File: src/futex_wait_wake_table_core_assert.svh
// Assertion macros shared by the wait/wake table RTL.
`ifndef FUTEX_WAIT_WAKE_TABLE_CORE_ASSERT_SVH
`define FUTEX_WAIT_WAKE_TABLE_CORE_ASSERT_SVH
`ifndef ASSERT_OFF
// Same-cycle implication, disabled while reset is asserted.
`define FWWT_ASSERT_IMP(label, clk, rst_n, ante, cons) \
    label: assert property (@(posedge clk) disable iff (!rst_n) (ante) |-> (cons)) \
        else $error("wait/wake table assertion failed");
// Next-cycle implication, disabled while reset is asserted.
`define FWWT_ASSERT_NXT(label, clk, rst_n, ante, cons) \
    label: assert property (@(posedge clk) disable iff (!rst_n) (ante) |=> (cons)) \
        else $error("wait/wake table assertion failed");
`else
`define FWWT_ASSERT_IMP(label, clk, rst_n, ante, cons)
`define FWWT_ASSERT_NXT(label, clk, rst_n, ante, cons)
`endif
`endif

File: src/fwwt_pkg.sv
package fwwt_pkg;

    localparam int WAITER_SLOTS     = 256;
    localparam int HASH_BUCKETS     = 64;
    localparam int SLOTS_PER_BUCKET = 8;
    localparam int TASK_ID_BITS     = 16;

    localparam int ADDR_W      = 48;
    localparam int WORD_W      = 32;
    localparam int PAGE_SHIFT  = 12;
    localparam int SLOT_BITS   = $clog2(WAITER_SLOTS);
    localparam int ENTRY_BITS  = $clog2(WAITER_SLOTS + 1);
    localparam int BUCKET_BITS = $clog2(HASH_BUCKETS);
    localparam int POS_BITS    = (SLOTS_PER_BUCKET > 1) ? $clog2(SLOTS_PER_BUCKET) : 1;
    localparam int CNT_BITS    = $clog2(SLOTS_PER_BUCKET + 1);

    // The free-slot search covers one chunk of valid bits per cycle.
    localparam int SCAN_CHUNK     = (WAITER_SLOTS < 32) ? WAITER_SLOTS : 32;
    localparam int SCAN_CHUNKS    = WAITER_SLOTS / SCAN_CHUNK;
    localparam int CHUNK_IDX_BITS = (SCAN_CHUNKS > 1) ? $clog2(SCAN_CHUNKS) : 1;
    localparam int CHUNK_OFF_BITS = $clog2(SCAN_CHUNK);

    localparam logic [WORD_W-1:0] ALL_BITS = 32'hFFFF_FFFF;

    localparam logic [2:0] MODE_WAIT        = 3'd0;
    localparam logic [2:0] MODE_WAKE        = 3'd1;
    localparam logic [2:0] MODE_WAIT_BITSET = 3'd2;
    localparam logic [2:0] MODE_WAKE_BITSET = 3'd3;

    localparam logic [2:0] STS_OK       = 3'd0;
    localparam logic [2:0] STS_FAULT    = 3'd1;
    localparam logic [2:0] STS_MISMATCH = 3'd2;
    localparam logic [2:0] STS_NO_ROOM  = 3'd3;
    localparam logic [2:0] STS_UNSUP    = 3'd4;

    typedef struct packed {
        logic [2:0]        mode;
        logic [ADDR_W-1:0] address;
        logic [WORD_W-1:0] word_value;
        logic [WORD_W-1:0] current_word;
        logic              access_fault;
        logic [WORD_W-1:0] wake_bitset;
        logic [15:0]       task_id;
    } t_req;

    typedef struct packed {
        logic [2:0]  status;
        logic [15:0] woken_task;
        logic        task_valid;
        logic        block_caller;
        logic [3:0]  woken_count;
        logic        last;
    } t_rsp;

    typedef struct packed {
        logic [ADDR_W-1:0]       address;
        logic [WORD_W-1:0]       bits;
        logic [TASK_ID_BITS-1:0] task_id;
    } t_waiter;

    typedef logic [SLOTS_PER_BUCKET-1:0][ENTRY_BITS-1:0] t_row;

    typedef struct packed {
        logic                 set;
        logic                 clr;
        logic [SLOT_BITS-1:0] slot;
    } t_valid_upd;

    typedef struct packed {
        logic                 done;
        logic                 found;
        logic [SLOT_BITS-1:0] slot;
    } t_scan_rsp;

    typedef enum logic [3:0] {
        ST_IDLE,
        ST_RESP,
        ST_ROW_RD,
        ST_ROW_GET,
        ST_FREE_SCAN,
        ST_WAIT_DONE,
        ST_POS_CHECK,
        ST_POS_CMP,
        ST_WAKE_DONE
    } t_state;

    // Page number folded twice, then reduced to the bucket count.
    function automatic logic [BUCKET_BITS-1:0] f_bucket(input logic [ADDR_W-1:0] addr);
        logic [ADDR_W-PAGE_SHIFT-1:0] h;
        h = addr[ADDR_W-1:PAGE_SHIFT];
        h = h ^ (h >> 16);
        h = h ^ (h >> 8);
        return h[BUCKET_BITS-1:0];
    endfunction

endpackage

File: src/fwwt_bucket_mem.sv
module fwwt_bucket_mem (
    input  logic                             i_clk,
    input  logic                             i_rst_n,
    input  logic                             i_we,
    input  logic [fwwt_pkg::BUCKET_BITS-1:0] i_waddr,
    input  fwwt_pkg::t_row                   i_wdata,
    input  logic                             i_re,
    input  logic [fwwt_pkg::BUCKET_BITS-1:0] i_raddr,
    output fwwt_pkg::t_row                   o_rdata
);
    import fwwt_pkg::*;

    // One valid bit per bucket row; a row never written reads as all empty.
    t_row                    r_mem [HASH_BUCKETS];
    logic [HASH_BUCKETS-1:0] r_row_valid;
    t_row                    r_rdata;
    logic                    r_rvalid;

    always_ff @(posedge i_clk) begin
        if (i_we) begin
            r_mem[i_waddr] <= i_wdata;
        end
    end

    always_ff @(posedge i_clk) begin
        if (i_re) begin
            r_rdata <= r_mem[i_raddr];
        end
    end

    always_ff @(posedge i_clk) begin
        if (!i_rst_n) begin
            r_row_valid <= '0;
            r_rvalid    <= 1'b0;
        end else begin
            if (i_we) begin
                r_row_valid[i_waddr] <= 1'b1;
            end
            if (i_re) begin
                r_rvalid <= r_row_valid[i_raddr];
            end
        end
    end

    assign o_rdata = r_rvalid ? r_rdata : '0;

endmodule

File: config.mk
export PLATFORM = sky130hd
export DESIGN_NAME = fwwt_bucket_mem
export DESIGN_NICKNAME = d
export VERILOG_FILES = /design/src/futex_wait_wake_table_core_assert.svh /design/src/fwwt_pkg.sv /design/src/fwwt_bucket_mem.sv
export SDC_FILE = /design/constraint.sdc
export NUM_CORES = 2
export LEC_CHECK = 0
export ABC_AREA = 0
export BUFFER_PORTS_ARGS = -buffer_cell sky130_fd_sc_hd__buf_2
export CORE_MARGIN = 10
export CORE_UTILIZATION = 35
export DETAILED_ROUTE_END_ITERATION = 16
export GPL_ROUTABILITY_DRIVEN = 1
export PLACE_DENSITY = 0.49
export SLEW_MARGIN = 10
export SYNTH_ARGS = -nofsm -noshare
export SYNTH_HDL_FRONTEND = slang
export SYNTH_MEMORY_MAX_BITS = 65536
export SYNTH_SLANG_ARGS = --single-unit
File: constraint.sdc
create_clock -name i_clk -period 6.8 [get_ports i_clk]
set_clock_uncertainty 0.1 [all_clocks]
set_input_delay 0.68 -clock i_clk [delete_from_list [all_inputs] [get_ports i_clk]]
set_output_delay 0.68 -clock i_clk [all_outputs]
set_load 0.02 [all_outputs]
======== Yosys cells after proc, flatten, opt, wreduce, memory -nomap -nowiden ========
Memories as Yosys holds them, arrays and structs flattened. A register that Yosys moved wholly into a read port is not among the register bits.
Index checks and enable logic that the tools add are counted.
W data, S select, Z words.
storage, ports and cells
  RAM bits ................................ 4608
  logic and storage cells ................. 15
  bits in registers ....................... 65
  output and inout bits ................... 72
  input port bits ......................... 88
  memories kept ........................... 1
cells by class
  order comparisons ....................... 3
  muxes and demuxes ....................... 7
  bitwise logic cells ..................... 1
  reduce and logical (&&, ||, !) cells .... 1
memory list
  name   depth  width  read ports  clocked after memory_dff  write ports  line                   source
  r_mem  64     72     1           1                         1            fwwt_bucket_mem.sv:14  t_row r_mem [HASH_BUCKETS];
operators by type and width
  kind                  number
  $mux W72              1
  $or A64 B64 Y64       1
  $lt A6 B7 Y1 const B  2
  $bmux W1 S6           1
  $demux W1 S6          1
  $ge A6 B1 Y1 const B  1
  $mux W1               4
  $logic_and A1 B1 Y1   1

======== Logic depth before layout (Yosys ltp) ========
  depth in word-level cells ............... 5
  gate-level depth with buffers ........... 9
  mapped depth without buffers ............ 5

======== Worst setup path after synthesis ========
No wires, ideal clock.
  path kind ............................... input to register
  start ................................... in i_we
  end ..................................... mem r_mem[40][0] (netlist name) (enable)
  library setup time ...................... 593 ps
  setup slack ............................. 11 ps
  buffers on the path ..................... 0
  cell stages on the path ................. 3
  arrival ................................. 6096 ps
  required time ........................... 6107 ps
  cells stage by stage .................... nor2b_1 nand3_1 nor3_1
between the ends
  longest elaborated chain between the ends .. 2
ends and longest elaborated chain
  element                        line                   source
  from (decl)                    fwwt_bucket_mem.sv:4   input logic i_we,
  $mux W1                        fwwt_bucket_mem.sv:20  if (i_we) begin
  $mux W1 (not written as such)  fwwt_bucket_mem.sv:21  r_mem[i_waddr] <= i_wdata;
  to (decl)                      fwwt_bucket_mem.sv:14
Every way passes these cells.

==> results.tsv <==
metric	value	unit
status	finished, final reports clean	
slowest_stage	dfxtp_4	
grt_pass1_vias	84100	
num_vias	83200	
synth.top_cell.area_share	78.4	%
synth.most_common_cell	edfxtp_1	
start_util	35.2	%
reg2reg_depth	3	
clk_pin_slew	0.06	ns
numPortBuffers	159	
rows	262	
cp_slowest_stage_delay	0.92	ns
placed_cell_area	190000	um2
yosys_warnings	0	
drive_above_1_share	34.1	%
synthTopCellsByArea	edfxtp_1 (78%), mux4_2 (19%), dfxtp_1 (0.73%)	
synth_top_area_cell	edfxtp_1	
worst_pin_slew	1.24	ns
die_area	541000	um2
grt-ovfl-total	0	
drt_iter0_drc	10600	
grt_max_degree	96	
synthFlopType	edfxtp_1	
h-tree-depth	6	
post-route-drc-count	0	
path_class	reg2out	
min_period	4.20	ns
place_hpwl	268	mm
cp_num_buf_inv	2	
tns	0	ns
syn_to_final_growth	15.2	%
synth-edff-count	4680	
synthArstFlopShare	0	%
layout_setup_ws	2.60	ns
clock-sinks	4745	
leakage	0.0632	uW
path_cells	buf_4 -> and2_1 -> buf_2	
start_kind	register	
fin_nets	7563	
coreArea	510000	um2
ys_ff_latch	4745	
synth_seq_area_share	79.1	%
final-hold-violation-count	0	
cp_top_family	buffers and inverters	
syn_nets	6987	
hold_depth	2	
max_freq	238	MHz
cp.depth	3	
cts_tree	done	
avgSynthCellArea	26.0	um2
die_y	736	um
numCtsBuffers	519	
finalSetupViolations	0	
drtAntennaViolNets	0	
yosysUniqueCellTypes	31	
clk_latency	1.06	ns
wl_per_cell	37.2	um
crit_arrival	3.42	ns
grt_pass1_wl	735	mm
slew_headroom	17.2	%
clockRootBuffer	clkbuf_16	
grt_usage	19.6	%
end_kind	primary output	
dp_slack	2.58	ns
syn_inst	6899	
stdcell_area	207000	um2
drt_wl_total	544	mm
vias_per_cell	5.69	
critPathRequiredTime	6.02	ns
peakVddDrop	0.000264	V
cap_viol_max_count	0	
hp-class	in2reg	
antenna_found_initial	68	
fillers	43800	
gp_congestion	0.731	
worstPathMaxFanout	38	
cts_resized	0	
drtPass1Iterations	6	
pin_count	160	
power_density	300	nW/um2
die_width	736	um
clock_path_buffers	4	
synth_common_cells	edfxtp_1 (4,680), mux4_2 (1,524), clkbuf_1 (215)	
syn_area	179000	um2
rsz0062_at_grt	no	
finalMaxSlewViolations	0	
period_share	61.8	%
worst register-to-register path, delay by kind of cell (launching register included):
family	cells	cell delay, ns
multiplexers	3	1.62
flip-flops	1	0.38
sequential cells by signal (all words and copies together), names as in the netlist:
name	flops
r_mem	4608
r_rdata	72
r_row_valid	64
r_rvalid	1
layout make-up:
cell class	instances	area, um2	area share, %
Sequential cell	4745	142000	68.7
Tap cell	6732	8420	4.08
Antenna cell	27	67.6	0.0327
Multi-Input combinational cell	1790	36400	17.6
Clock buffer	664	14000	6.78
Timing Repair Buffer	419	3850	1.86
Clock inverter	251	1960	0.947
logic make-up after synthesis:
logic type | synth area share (%)
AOI/OAI and AO/OA | 0.325
buffers and inverters | 0.813
DFF | 79.1
muxes | 19.2
and+or+nand+nor | 0.528
path summary, 6_finish.rpt:
check                   from              end  slack (ns)
max                 r_rvalid      o_rdata[59]        2.60
min               i_raddr[3]      r_rdata[15]        0.16
max reg2reg    r_mem[63][26]      r_rdata[26]        4.43
min reg2reg  r_row_valid[18]  r_row_valid[18]        0.37
per-layer routing:
metal | track usage (%) | routed length, um | vias up
li1 | - | - | 31600
met1 | 27.8 | 228000 | 47300
met2 | 32.1 | 264000 | 3552
met3 | 3.27 | 40200 | 720
met4 | 4.18 | 11500 | 32
met5 | 0 | 220 | -
stage by stage:
stage          utilization (%)  std cells  hold WS [ns]  total power (uW)
2_1_floorplan                -       6899         0.335             34600
3_3_place_gp              37.4      13700         0.341             35800
3_5_place_dp              37.4      13700         0.353             35900
4_1_cts                   40.5      14600        0.0762             62600
5_1_grt                   40.5      14600         0.136             63900
6_report                  40.5      14600         0.157             62000
power by group:
| group | total (uW) | switching (uW) | internal (uW) | leakage (uW) |
|---|---|---|---|---|
| sequential | 32500 | 116 | 32400 | 0.0427 |
| combinational | 2680 | 1540 | 1140 | 0.0127 |
| clock | 26800 | 11400 | 15400 | 0.00779 |
cell usage in the layout, fill, tap and decap left out, types with 66 or more instances in the layout:
cell / synthesis / final
and2_1: 72 / 72
buf_12: 0 / 82
buf_2: 66 / 152
buf_4: 0 / 178
clkbuf_1: 215 / 122
clkbuf_16: 0 / 541
clkinv_1: 0 / 121
clkinv_2: 0 / 66
edfxtp_1: 4680 / 4680
mux4_2: 1524 / 1524
what timing repair did:
item | 4_1_cts | 5_1_grt
hold buffers | 1 | 0
buffers inserted | 0 | 0
hold endpoints to repair | 10 | 0
Power figures use the tool's default switching activity.
