## src/futex_wait_wake_table_core_assert.svh

```systemverilog
// Assertion macros shared by the wait/wake table RTL.
`ifndef FUTEX_WAIT_WAKE_TABLE_CORE_ASSERT_SVH
`define FUTEX_WAIT_WAKE_TABLE_CORE_ASSERT_SVH
`ifndef ASSERT_OFF
// Same-cycle implication, disabled while reset is asserted.
`define FWWT_ASSERT_IMP(label, clk, rst_n, ante, cons) \
    label: assert property (@(posedge clk) disable iff (!rst_n) (ante) |-> (cons)) \
        else $error("wait/wake table assertion failed");
// Next-cycle implication, disabled while reset is asserted.
`define FWWT_ASSERT_NXT(label, clk, rst_n, ante, cons) \
    label: assert property (@(posedge clk) disable iff (!rst_n) (ante) |=> (cons)) \
        else $error("wait/wake table assertion failed");
`else
`define FWWT_ASSERT_IMP(label, clk, rst_n, ante, cons)
`define FWWT_ASSERT_NXT(label, clk, rst_n, ante, cons)
`endif
`endif

```

## src/fwwt_pkg.sv

```systemverilog
package fwwt_pkg;

    localparam int WAITER_SLOTS     = 256;
    localparam int HASH_BUCKETS     = 64;
    localparam int SLOTS_PER_BUCKET = 8;
    localparam int TASK_ID_BITS     = 16;

    localparam int ADDR_W      = 48;
    localparam int WORD_W      = 32;
    localparam int PAGE_SHIFT  = 12;
    localparam int SLOT_BITS   = $clog2(WAITER_SLOTS);
    localparam int ENTRY_BITS  = $clog2(WAITER_SLOTS + 1);
    localparam int BUCKET_BITS = $clog2(HASH_BUCKETS);
    localparam int POS_BITS    = (SLOTS_PER_BUCKET > 1) ? $clog2(SLOTS_PER_BUCKET) : 1;
    localparam int CNT_BITS    = $clog2(SLOTS_PER_BUCKET + 1);

    // The free-slot search covers one chunk of valid bits per cycle.
    localparam int SCAN_CHUNK     = (WAITER_SLOTS < 32) ? WAITER_SLOTS : 32;
    localparam int SCAN_CHUNKS    = WAITER_SLOTS / SCAN_CHUNK;
    localparam int CHUNK_IDX_BITS = (SCAN_CHUNKS > 1) ? $clog2(SCAN_CHUNKS) : 1;
    localparam int CHUNK_OFF_BITS = $clog2(SCAN_CHUNK);

    localparam logic [WORD_W-1:0] ALL_BITS = 32'hFFFF_FFFF;

    localparam logic [2:0] MODE_WAIT        = 3'd0;
    localparam logic [2:0] MODE_WAKE        = 3'd1;
    localparam logic [2:0] MODE_WAIT_BITSET = 3'd2;
    localparam logic [2:0] MODE_WAKE_BITSET = 3'd3;

    localparam logic [2:0] STS_OK       = 3'd0;
    localparam logic [2:0] STS_FAULT    = 3'd1;
    localparam logic [2:0] STS_MISMATCH = 3'd2;
    localparam logic [2:0] STS_NO_ROOM  = 3'd3;
    localparam logic [2:0] STS_UNSUP    = 3'd4;

    typedef struct packed {
        logic [2:0]        mode;
        logic [ADDR_W-1:0] address;
        logic [WORD_W-1:0] word_value;
        logic [WORD_W-1:0] current_word;
        logic              access_fault;
        logic [WORD_W-1:0] wake_bitset;
        logic [15:0]       task_id;
    } t_req;

    typedef struct packed {
        logic [2:0]  status;
        logic [15:0] woken_task;
        logic        task_valid;
        logic        block_caller;
        logic [3:0]  woken_count;
        logic        last;
    } t_rsp;

    typedef struct packed {
        logic [ADDR_W-1:0]       address;
        logic [WORD_W-1:0]       bits;
        logic [TASK_ID_BITS-1:0] task_id;
    } t_waiter;

    typedef logic [SLOTS_PER_BUCKET-1:0][ENTRY_BITS-1:0] t_row;

    typedef struct packed {
        logic                 set;
        logic                 clr;
        logic [SLOT_BITS-1:0] slot;
    } t_valid_upd;

    typedef struct packed {
        logic                 done;
        logic                 found;
        logic [SLOT_BITS-1:0] slot;
    } t_scan_rsp;

    typedef enum logic [3:0] {
        ST_IDLE,
        ST_RESP,
        ST_ROW_RD,
        ST_ROW_GET,
        ST_FREE_SCAN,
        ST_WAIT_DONE,
        ST_POS_CHECK,
        ST_POS_CMP,
        ST_WAKE_DONE
    } t_state;

    // Page number folded twice, then reduced to the bucket count.
    function automatic logic [BUCKET_BITS-1:0] f_bucket(input logic [ADDR_W-1:0] addr);
        logic [ADDR_W-PAGE_SHIFT-1:0] h;
        h = addr[ADDR_W-1:PAGE_SHIFT];
        h = h ^ (h >> 16);
        h = h ^ (h >> 8);
        return h[BUCKET_BITS-1:0];
    endfunction

endpackage

```

## src/fwwt_free_scan.sv

```systemverilog
module fwwt_free_scan (
    input  logic                           i_clk,
    input  logic                           i_rst_n,
    input  fwwt_pkg::t_valid_upd           i_upd,
    input  logic                           i_scan_go,
    output fwwt_pkg::t_scan_rsp            o_scan,
    input  logic [fwwt_pkg::SLOT_BITS-1:0] i_probe_slot,
    output logic                           o_probe_valid
);
    import fwwt_pkg::*;

    logic [WAITER_SLOTS-1:0]                r_valid;
    logic [SCAN_CHUNKS-1:0][SCAN_CHUNK-1:0] w_view;
    logic [SCAN_CHUNK-1:0]                  w_chunk;
    logic [CHUNK_OFF_BITS-1:0]              w_off;
    logic                                   w_any_free;
    logic                                   r_active;
    logic                                   r_done;
    logic                                   r_found;
    logic [CHUNK_IDX_BITS-1:0]              r_chunk;
    logic [SLOT_BITS-1:0]                   r_slot;

    assign w_view  = r_valid;
    assign w_chunk = w_view[r_chunk];

    // Lowest clear bit of the current chunk.
    always_comb begin
        w_off      = '0;
        w_any_free = 1'b0;
        for (int i = SCAN_CHUNK - 1; i >= 0; i--) begin
            if (!w_chunk[i]) begin
                w_off      = CHUNK_OFF_BITS'(i);
                w_any_free = 1'b1;
            end
        end
    end

    always_ff @(posedge i_clk) begin
        if (!i_rst_n) begin
            r_valid  <= '0;
            r_active <= 1'b0;
            r_done   <= 1'b0;
        end else begin
            if (i_upd.set) begin
                r_valid[i_upd.slot] <= 1'b1;
            end
            if (i_upd.clr) begin
                r_valid[i_upd.slot] <= 1'b0;
            end
            if (i_scan_go) begin
                r_active <= 1'b1;
                r_done   <= 1'b0;
            end else if (r_active) begin
                if (w_any_free || r_chunk == CHUNK_IDX_BITS'(SCAN_CHUNKS - 1)) begin
                    r_active <= 1'b0;
                    r_done   <= 1'b1;
                end
            end
        end
    end

    always_ff @(posedge i_clk) begin
        if (i_scan_go) begin
            r_chunk <= '0;
            r_found <= 1'b0;
        end else if (r_active) begin
            r_found <= w_any_free;
            r_slot  <= {r_chunk, w_off};
            r_chunk <= CHUNK_IDX_BITS'(r_chunk + 1'b1);
        end
    end

    assign o_scan.done   = r_done;
    assign o_scan.found  = r_found;
    assign o_scan.slot   = r_slot;
    assign o_probe_valid = r_valid[i_probe_slot];

endmodule

```

## config.mk

```make
export PLATFORM = sky130hd
export DESIGN_NAME = fwwt_free_scan
export DESIGN_NICKNAME = d
export VERILOG_FILES = /design/src/futex_wait_wake_table_core_assert.svh /design/src/fwwt_pkg.sv /design/src/fwwt_free_scan.sv
export SDC_FILE = /design/constraint.sdc
export NUM_CORES = 1
export LEC_CHECK = 0
export ABC_CLOCK_PERIOD_IN_PS = 6300
export BUFFER_PORTS_ARGS = -buffer_cell sky130_fd_sc_hd__buf_2
export CAP_MARGIN = 0
export CELL_PAD_IN_SITES_DETAIL_PLACEMENT = 0
export CELL_PAD_IN_SITES_GLOBAL_PLACEMENT = 1
export CORE_MARGIN = 4
export CORE_UTILIZATION = 40
export CTS_CLUSTER_DIAMETER = 30
export DETAILED_ROUTE_END_ITERATION = 16
export PLACE_DENSITY = 0.67
export SYNTH_ARGS = -nofsm -noshare
export SYNTH_HDL_FRONTEND = slang
export SYNTH_SLANG_ARGS = --single-unit
```

## constraint.sdc

```tcl
create_clock -name i_clk -period 6.3 [get_ports i_clk]
set_input_delay 0.63 -clock i_clk [delete_from_list [all_inputs] [get_ports i_clk]]
set_output_delay 0.63 -clock i_clk [all_outputs]
set_load 0.02 [all_outputs]
```

## Yosys cells after proc, flatten, opt, wreduce, memory -nomap -nowiden

Index checks and enable logic that the tools add are counted.

- Flip-flop bits (word level): 270
- Output and inout port bits: 11
- Word-level logic and storage cells: 106

- Add/subtract/negate cells: 1
- $lt $le $gt $ge: 4
- Equal/unequal tests: 1
- Mux-type cells: 75
- Bitwise gates (word level): 5
- Reduce and logical (&&, ||, !) cells: 9

Operator list:

| kind | count |
|---|---|
| two-way mux 256 bit | 3 |
| AND 256 bit | 1 |
| inverter 256 bit | 1 |
| bitwise OR 256 bit | 1 |
| binary-select mux 32 bit (select 3 bit) | 1 |
| two-way mux 5 bit | 16 |
| two-way mux 1 bit | 38 |
| two-way mux 32 bit | 1 |
| two-way mux 4 bit | 8 |
| < comparator 8 x 9 -> 1 bit (second input constant) | 2 |
| AND reduction 16 bit | 1 |
| two-way mux 3 bit | 4 |
| binary-select mux 1 bit (select 8 bit) | 1 |
| demux 1 bit (select 8 bit) | 1 |
| >= comparator 8 x 1 -> 1 bit (second input constant) | 1 |
| AND reduction 8 bit | 1 |
| AND reduction 2 bit | 3 |
| < comparator 3 x 4 -> 1 bit (second input constant) | 1 |
| two-way mux 2 bit | 2 |
| AND reduction 4 bit | 1 |
| adder 3 x 1 -> 3 bit (second input constant) | 1 |
| == test 3 bit (second input constant) | 1 |
| inverter 1 bit | 2 |
| OR reduction 2 bit | 1 |
| other kinds (2) | 2 |

## Longest topological paths before layout

Gate-level depths: netlist of run 1.

- Word-level depth: 38
- Depth in mapped cells: 10

## Worst setup path after synthesis of run 1

No wires, ideal clock.

- Kind: in2out
- Start: in i_probe_slot[1] (netlist bit)
- End: out o_probe_valid
- Data arrival time: 2.691 ns
- Data required time: 5.670 ns
- Setup slack: 2.979 ns
- Cell stages on the path: 7
- Cells stage by stage: buf_4 > buf_2 > buf_1 > mux4_2 > a221oi_1 > o221ai_1 > mux4_2

- Word-level cells in the longest chain between the ends: 2

RTL lines:

| item | RTL line | RTL |
|---|---|---|
| from (decl) | fwwt_free_scan.sv:7 | `input logic [fwwt_pkg::SLOT_BITS-1:0] i_probe_slot,` |
| binary-select mux 1 bit (select 8 bit) | fwwt_free_scan.sv:76 | `assign o_probe_valid = r_valid[i_probe_slot];` |
| two-way mux 1 bit (implied by the code) | fwwt_free_scan.sv:76 |  |
| to (decl) | fwwt_free_scan.sv:8 | `output logic o_probe_valid` |

Every way passes these cells. The select of a mux whose other input is x is not followed.

## Worst setup path after layout of run 1

- Start: in i_probe_slot[0] (netlist bit)
- End: out o_probe_valid

The elaborated chain is that of the path after synthesis.

==> flow_metrics.py, run 1 <==
metrics = {
    "yosys": {
        "synth_nets": 1664,
        "synth_top_family_by_area": "compound AO/OA/AOI/OAI gates",
        "synth-simple-area-share_pct": 13.9,
        "synth_common_cells": "nor2_1 (296), a21oi_1 (266), o21ai_0 (265), dfxtp_1 (262), clkbuf_1 (112)",
        "ys_types": 59,
        "yosysMostFrequentCell": "nor2_1",
        "synthMuxAreaShare_pct": 21.3,
        "yosysWarnings": 0,
        "synthCells": 1641,
        "ys.flop_type": "dfxtp_1",
        "synth.area.top_cells": "dfxtp_1 (36%), mux4_2 (16%), a21oi_1 (9.1%)",
        "synthXorXnorAreaFrac_pct": 0.0599,
        "synth-async-reset-ratio_pct": 0,
        "synth_seq_area_share_pct": 37.5,
        "synth_area_um2": 14600,
        "synth_top_area_share_pct": 35.9,
        "syn_area_per_cell_um2": 8.91,
        "synth_compound_gate_area_share_pct": 22.0,
        "synth_top_cell_by_area": "dfxtp_1",
        "ys_ff_latch": 270,
        "synth-edff-count": 8,
        "synth-adder-area-share_pct": 0.171,
    },
    "detailed_routing": {
        "drtIter0Drc": 1513,
        "met3WireLength_um": 4730,
        "highest_layer": "met4",
        "drt-total-wl_um": 55300,
        "wl_met1_um": 23700,
        "route.detailed.drc": 0,
        "vias_per_cell": 6.35,
        "wl_per_cell_um": 25.8,
        "ant_nets": 0,
        "firstDrtPassIters": 5,
        "wl_met2_um": 25000,
        "vias": 13648,
    },
    "place": {
        "port_buffers": 31,
        "gp_congestion": 0.935,
        "post-dp-hpwl_um": 36200,
        "post-place-cells": 2018,
    },
    "timing": {
        "worstMarginPinSlew_ps": 1150,
        "fin_tns_setup_ps": 0,
        "setup_viol": 0,
        "hold_ws_ps": 324,
        "slew_headroom_pct": 23.5,
        "period_needed_ps": 4350,
        "rsz0062_at_grt": "no",
        "fmax_ghz": 0.230,
        "hold_violations": 0,
        "post-route-period-util_pct": 69.0,
        "fin_skew_ps": 14.6,
        "slew_violations": 0,
    },
    "power": {
        "peakVddDrop_v": 0.000189,
        "leakage_nw": 6.20,
        "power_density_nw_per_um2": 329,
    },
    "clock_network": {
        "cts_max_level": 3,
        "cts_setup_buffers": 0,
        "numCtsBuffers": 74,
        "clk_latency_ps": 570,
        "cts_root_buffer": "clkbuf_16",
        "postCtsHoldBufs": 0,
        "cts_tree": "done",
        "cts.sinks": 270,
        "clockBufferDepth": 3,
        "postCtsResizedCells": 0,
        "clkTransAtPathRegs_ps": 40,
    },
    "setup_path": {
        "crit-reg2reg-launch": "r_chunk[1]$_SDFFE_PP0P_",
        "cp.arrival_ps": 3720,
        "rrSetupSlack_ps": 2620,
        "ff2ff_path_depth": 7,
        "cp-start-kind": "input port",
        "crit_path_end_kind": "output pin",
        "cp_max_fo": 49,
        "crit_type": "in -> out",
        "worstPathRequired_ps": 5670,
        "rr_endpoint": "r_slot[1]$_SDFFCE_PN0P_",
    },
    "floorplanning": {
        "core_um2": 35800,
        "start_util_pct": 40.8,
        "rows": 69,
        "ios": 32,
        "dieArea_um2": 39700,
        "die_x_um": 199,
        "fp.dieH_um": 199,
    },
    "min_path": {
        "holdPathStages": 2,
        "worstHoldStart": "i_scan_go",
        "min_to": "r_chunk[0]$_SDFFE_PP0P_",
        "hp-class": "in -> reg",
    },
    "finish": {
        "nFillCells": 3302,
        "syn_to_final_growth_pct": 19.4,
        "n_antenna_cell": 0,
        "drive_gt1_share_pct": 18.9,
        "fin_cells": 2148,
        "final_nets": 1656,
    },
    "global_routing": {
        "grt_max_degree": 180,
        "antenna_found_initial": 0,
        "grt_pass1_wl_um": 84500,
        "gr-usage-all-layers_pct": 27.8,
        "first_global_vias": 13340,
        "grt-ovfl-total": 0,
    },
    "run": {
        "drv_cap": 0,
    },
    "run_status": {
        "outcome": "complete, no violations",
    },
}
==> how the worst max path moves through the flow <==
stage	end	slack (ps)	from
2_1_floorplan	o_probe_valid	2980	i_probe_slot[1]
3_3_place_gp	o_probe_valid	2010	i_probe_slot[0]
3_5_place_dp	o_probe_valid	1940	i_probe_slot[0]
4_1_cts	o_probe_valid	1930	i_probe_slot[0]
5_1_grt	o_probe_valid	1730	i_probe_slot[0]
6_report	o_probe_valid	1950	i_probe_slot[0]
==> power by group <==
group / internal (mW) / leakage (nW) / switching [mW]
combinational: 0.0805 / 2.78 / 0.171
clock: 2.63 / 1.23 / 1.11
sequential: 1.73 / 2.19 / 0.0282
==> metrics by stage <==
step | setup WS (ps) | util (%) | area (µm²) | power (mW)
2_1_floorplan | 2980 | - | 14600 | 1.96
3_3_place_gp | 2010 | 41.8 | 15000 | 2.03
3_5_place_dp | 1940 | 41.8 | 15000 | 2.03
6_report | 1950 | 48.7 | 17500 | 5.74
5_1_grt | 1730 | 48.7 | 17500 | 5.89
4_1_cts | 1930 | 48.7 | 17500 | 5.77
==> worst max-delay path, cell delays in order <==
cell      delay, ps
buf_4           640
buf_4           440
mux4_2          540
a22o_1          250
a221oi_1        210
o221ai_1        220
mux4_2          530
buf_2           180
==> registers in the layout, summed over array words and instances, names as in the netlist <==
name and count:
r_active 1, r_chunk 3, r_found 1, r_done 1, r_slot 8, r_valid 256
==> layout by cell type, fill, tap and decap left out, types with 5 or more instances in the layout <==
cell type   count
nor2b_1        10
a22o_1          9
buf_2          28
and2_1          5
mux4_2        107
clkbuf_1        8
a221oi_1        8
dfxtp_1       260
clkbuf_16      80
nand2_1        73
a22oi_1        20
o21ai_0       265
clkbuf_8       10
a21oi_1       266
nand4_1         5
edfxtp_1        8
nor3_2          6
mux4_1         22
nand3_1        38
mux2i_1        10
buf_4          37
clkinv_2       18
bufinv_16       6
nor2_1        293
clkinvlp_4      7
nand2b_1       15
o221ai_1        6
==> final cells by class <==
type | instances | area (µm²) | share of cell area (%)
clock inverter | 32 | 332 | 1.90
clock buffer | 98 | 2170 | 12.4
tap | 461 | 577 | 3.30
multi-input combinational | 1218 | 8450 | 48.4
inverter | 3 | 11.3 | 0.0645
timing repair buffer | 66 | 429 | 2.46
sequential | 270 | 5490 | 31.5
==> cell families after synthesis <==
logic type	Yosys count
AOI/OAI and AO/OA	599
xor gates and xnor gates	1
buffers and inverters	153
adders and majority gates	2
DFF	270
and+or+nand+nor	475
muxes	141
==> metal layers <==
| metal | track usage, % | vias to the layer above |
|---|---|---|
| met5 | 0 | - |
| met2 | 43.0 | 735 |
| li1 | - | 6056 |
| met4 | 10.2 | 0 |
| met1 | 38.9 | 6732 |
| met3 | 5.75 | 125 |
No activity file was read; power rests on OpenSTA's default activity.
==> run 2: changes to the inputs <==
- ABC_CLOCK_PERIOD_IN_PS: 6300 -> 4200
- clock period: 6.3 -> 4.2 ns (I/O delays scaled with it)
==> flow_metrics.py, run 2 (synthesis results as in run 1) <==
metrics = {
    "finish": {
        "largest_reg_flops": 256,
        "final_cell_mix": "nor2_1 (295), a21oi_1 (266), o21ai_0 (265)",
        "drive_gt1_share_pct": 19.0,
        "largest-register": "r_valid",
        "final_common_cell": "nor2_1",
        "syn_to_final_growth_pct": 20.1,
        "finish.utilization_pct": 49.0,
        "reg.largest.list": "r_valid: 256 flops, r_slot: 8 flops, r_chunk: 3 flops",
        "final_nets": 1665,
        "n_antenna_cell": 0,
        "design_area_um2": 17600,
    },
    "clock_network": {
        "clk_latency_ps": 580,
        "postCtsResizedCells": 0,
        "cts_setup_buffers": 0,
        "clkTransAtPathRegs_ps": 40,
        "cts_max_level": 3,
        "cts_root_buffer": "clkbuf_16",
        "cts.sinks": 270,
        "postCtsHoldBufs": 0,
        "cts_tree": "done",
        "clockBufferDepth": 3,
        "numCtsBuffers": 72,
    },
    "setup_path": {
        "cp.arrival_ps": 3260,
        "cp_max_fo": 35,
        "worstPathRequired_ps": 3780,
        "cp-start-kind": "input port",
        "crit_path_end_kind": "output pin",
        "rrSetupSlack_ps": 880,
        "crit_type": "in -> out",
    },
    "place": {
        "post-dp-hpwl_um": 37200,
        "pre_cts_slack_ps": 482,
        "place_area_um2": 15100,
        "port_buffers": 31,
        "gp_congestion": 0.943,
    },
    "timing": {
        "slew_headroom_pct": 16.7,
        "fin_ws_ps": 516,
        "hold_violations": 0,
        "rsz0062_at_grt": "no",
        "setup_viol": 0,
        "fin_skew_ps": 12.6,
        "fin_tns_setup_ps": 0,
        "worstMarginPinSlew_ps": 1250,
        "slew_violations": 0,
        "fmax_ghz": 0.271,
        "period_needed_ps": 3680,
        "post-route-period-util_pct": 87.7,
    },
    "detailed_routing": {
        "route.detailed.drc": 0,
        "drtIter0Drc": 1320,
        "vias": 13811,
        "ant_nets": 0,
        "vias_per_cell": 6.39,
        "firstDrtPassIters": 5,
        "wl_per_cell_um": 25.9,
        "drt-total-wl_um": 56000,
    },
    "power": {
        "p_seq_share_pct": 30.2,
        "p_int_mw": 6.70,
        "leakage_nw": 6.26,
        "clockPowerShare_pct": 65.2,
        "swShare_pct": 22.8,
        "p_sw_mw": 1.98,
        "power_density_nw_per_um2": 494,
        "pwr-share-comb_pct": 4.6,
        "peakVddDrop_v": 0.000301,
    },
    "global_routing": {
        "first_global_vias": 13379,
        "gr-usage-all-layers_pct": 28.1,
        "antenna_found_initial": 0,
        "grt-ovfl-total": 0,
        "grt_pass1_wl_um": 85300,
        "grt_max_degree": 154,
    },
    "floorplanning": {
        "core_um2": 35800,
        "dieArea_um2": 39700,
        "ios": 32,
        "rows": 69,
        "start_util_pct": 40.8,
        "fp.dieH_um": 199,
        "die_x_um": 199,
    },
    "run_status": {
        "outcome": "complete, no violations",
    },
    "min_path": {
        "hp-class": "in -> reg",
    },
    "run": {
        "drv_cap": 0,
    },
}
## run 2: per-stage QoR
step                power [mW]  cells  hold slack, ps
global route              8.89   2160            99.8
floorplan                 2.95   1641             445
global placement          3.06   2029             469
CTS                       8.71   2160            94.5
detailed placement        3.06   2029             475
finish                    8.68   2160             103
## run 2: critical path, stage by stage
cell	delay (ps)
buf_4	520
buf_4	320
buf_4	210
mux4_2	520
a221oi_1	330
o221ai_1	230
mux4_2	520
buf_2	180
## run 2: power groups by stage
stage | logic (mW) | clock network, mW | registers, mW
floorplan | 0.300 | 0 | 2.65
global placement | 0.388 | 0 | 2.67
detailed placement | 0.392 | 0 | 2.67
CTS | 0.394 | 5.69 | 2.62
global route | 0.432 | 5.84 | 2.62
finish | 0.398 | 5.65 | 2.62
## run 2: final timing paths
path	from	endpoint	cells after the start
setup / recovery	i_probe_slot[0]	o_probe_valid	8
hold / removal	i_scan_go	r_chunk[0]$_SDFFE_PP0P_	2
setup reg to reg	r_chunk[1]$_SDFFE_PP0P_	r_slot[1]$_SDFFCE_PN0P_	6
hold reg to reg	r_found$_SDFFE_PP0P_	r_found$_SDFFE_PP0P_	2
## run 2: area by class of cell
class | count | area, µm²
Multi-Input combinational cell | 1218 | 8440
Timing Repair Buffer | 77 | 537
Tap cell | 461 | 577
Clock buffer | 97 | 2030
Sequential cell | 270 | 5490
Fill cell | 3348 | 18300
Clock inverter | 34 | 482
Inverter | 3 | 11.3
## run 2: metal layers
layer	GRT usage (%)	part of all wire, %
met3	5.63	8.5
met2	43.7	45
met4	11.5	4.1
met5	0	0
met1	38.6	42
==> run 3: changes to the inputs <==
- BUFFER_PORTS_ARGS: -buffer_cell sky130_fd_sc_hd__buf_2 -> -buffer_cell sky130_fd_sc_hd__buf_4
==> flow_metrics.py, run 3 (synthesis results as in run 1) <==
metrics = {
    "run_status": {
        "outcome": "complete, no violations",
    },
    "place": {
        "place_area_um2": 15200,
        "port_buffers": 31,
        "pre_cts_slack_ps": 483,
        "gp_congestion": 0.946,
        "post-dp-hpwl_um": 37100,
    },
    "detailed_routing": {
        "drtIter0Drc": 1444,
        "route.detailed.drc": 0,
        "vias": 13751,
        "ant_nets": 0,
        "drt-total-wl_um": 55900,
        "wl_per_cell_um": 25.9,
        "firstDrtPassIters": 5,
        "vias_per_cell": 6.37,
    },
    "timing": {
        "slew_violations": 0,
        "rsz0062_at_grt": "no",
        "fin_skew_ps": 19.5,
        "post-route-period-util_pct": 88.2,
        "hold_violations": 0,
        "setup_viol": 0,
        "worstMarginPinSlew_ps": 1110,
        "fmax_ghz": 0.270,
        "slew_headroom_pct": 25.9,
        "fin_ws_ps": 494,
        "period_needed_ps": 3710,
        "fin_tns_setup_ps": 0,
    },
    "setup_path": {
        "cp_max_fo": 18,
        "crit_path_end_kind": "output pin",
        "worstPathRequired_ps": 3780,
        "crit_type": "in -> out",
        "cp.arrival_ps": 3290,
        "cp-start-kind": "input port",
    },
    "clock_network": {
        "postCtsResizedCells": 0,
        "postCtsHoldBufs": 0,
        "cts_tree": "done",
        "cts_max_level": 3,
        "clkTransAtPathRegs_ps": 50,
        "cts_root_buffer": "clkbuf_16",
        "cts_setup_buffers": 0,
        "clockBufferDepth": 3,
        "numCtsBuffers": 69,
        "cts.sinks": 270,
        "clk_latency_ps": 570,
    },
    "power": {
        "power_density_nw_per_um2": 497,
        "clockPowerShare_pct": 65.6,
        "leakage_nw": 6.30,
        "swShare_pct": 22.6,
        "p_sw_mw": 1.99,
        "pwr-share-comb_pct": 4.7,
        "p_int_mw": 6.82,
        "p_seq_share_pct": 29.8,
        "peakVddDrop_v": 0.000278,
    },
    "floorplanning": {
        "rows": 69,
        "fp.dieH_um": 199,
        "ios": 32,
        "core_um2": 35800,
        "dieArea_um2": 39700,
        "die_x_um": 199,
        "start_util_pct": 40.8,
    },
    "finish": {
        "largest_reg_flops": 256,
        "final_common_cell": "nor2_1",
        "design_area_um2": 17700,
        "final_nets": 1665,
        "n_antenna_cell": 0,
        "syn_to_final_growth_pct": 21.1,
        "finish.utilization_pct": 49.4,
        "reg.largest.list": "r_valid: 256 flops, r_slot: 8 flops, r_chunk: 3 flops",
        "largest-register": "r_valid",
        "final_cell_mix": "nor2_1 (294), a21oi_1 (266), o21ai_0 (265)",
        "drive_gt1_share_pct": 19.2,
    },
    "global_routing": {
        "first_global_vias": 13505,
        "antenna_found_initial": 0,
        "grt-ovfl-total": 0,
        "gr-usage-all-layers_pct": 28.2,
        "grt_max_degree": 162,
        "grt_pass1_wl_um": 85400,
    },
    "run": {
        "drv_cap": 0,
    },
    "min_path": {
        "hp-class": "in -> reg",
    },
}
## run 3: changes by cell type in the layout (fill, tap and decap cells not counted), moves of 2 or more
cell,delta
buf_2,-28
bufinv_16,+4
buf_4,+29
buf_12,+2
inv_6,-2
clkinvlp_4,+3
clkinv_2,-3
clkinv_4,+5
clkbuf_1,-4
clkbuf_8,-7
## run 3: final cells by class
class	instances	area, µm²
flip-flops and latches	270	5490
clock buffers	86	1920
repair buffers	80	654
clock inverters	40	619
fillers	3354	18100
inverters	3	11.3
well taps	461	577
multi-input cells	1218	8450
## run 3: final timing paths
check / startpoint / endpoint / slack [ps] / cells past startpoint
max: i_probe_slot[0] / o_probe_valid / 490 / 9
min: i_scan_go / r_chunk[0]$_SDFFE_PP0P_ / 60 / 2
max reg2reg: r_chunk[1]$_SDFFE_PP0P_ / r_slot[1]$_SDFFCE_PN0P_ / 960 / 6
min reg2reg: r_valid[90]$_SDFF_PN0_ / r_valid[90]$_SDFF_PN0_ / 490 / 2
## run 3: worst max-delay path, cell delays in order
cell	delay [ps]
buf_4	320
buf_12	240
buf_4	300
mux4_2	540
a22o_1	240
a221oi_1	250
o221ai_1	230
mux4_2	520
buf_4	180
## run 3: power groups by stage
stage / clock [mW] / sequential [mW] / combinational, mW
floorplan: 0 / 2.65 / 0.300
global placement: 0 / 2.67 / 0.401
detailed placement: 0 / 2.67 / 0.405
CTS: 5.82 / 2.62 / 0.407
global route: 5.98 / 2.62 / 0.446
finish: 5.78 / 2.62 / 0.412
## run 3: per-stage QoR
stage	power (mW)	instances	hold WS [ps]
2_1_floorplan	2.95	1641	445
3_3_place_gp	3.07	2032	473
3_5_place_dp	3.07	2032	479
4_1_cts	8.85	2158	48.2
5_1_grt	9.04	2158	66.6
6_report	8.81	2158	62.7
## run 3: layer usage
layer  GRT usage, %  wire [µm]  up-vias
li1               -          -     6087
met1           38.3      23600     6828
met2           43.8      25600      714
met3           6.53       4820      122
met4           11.2       1880        0
met5              0          0        -
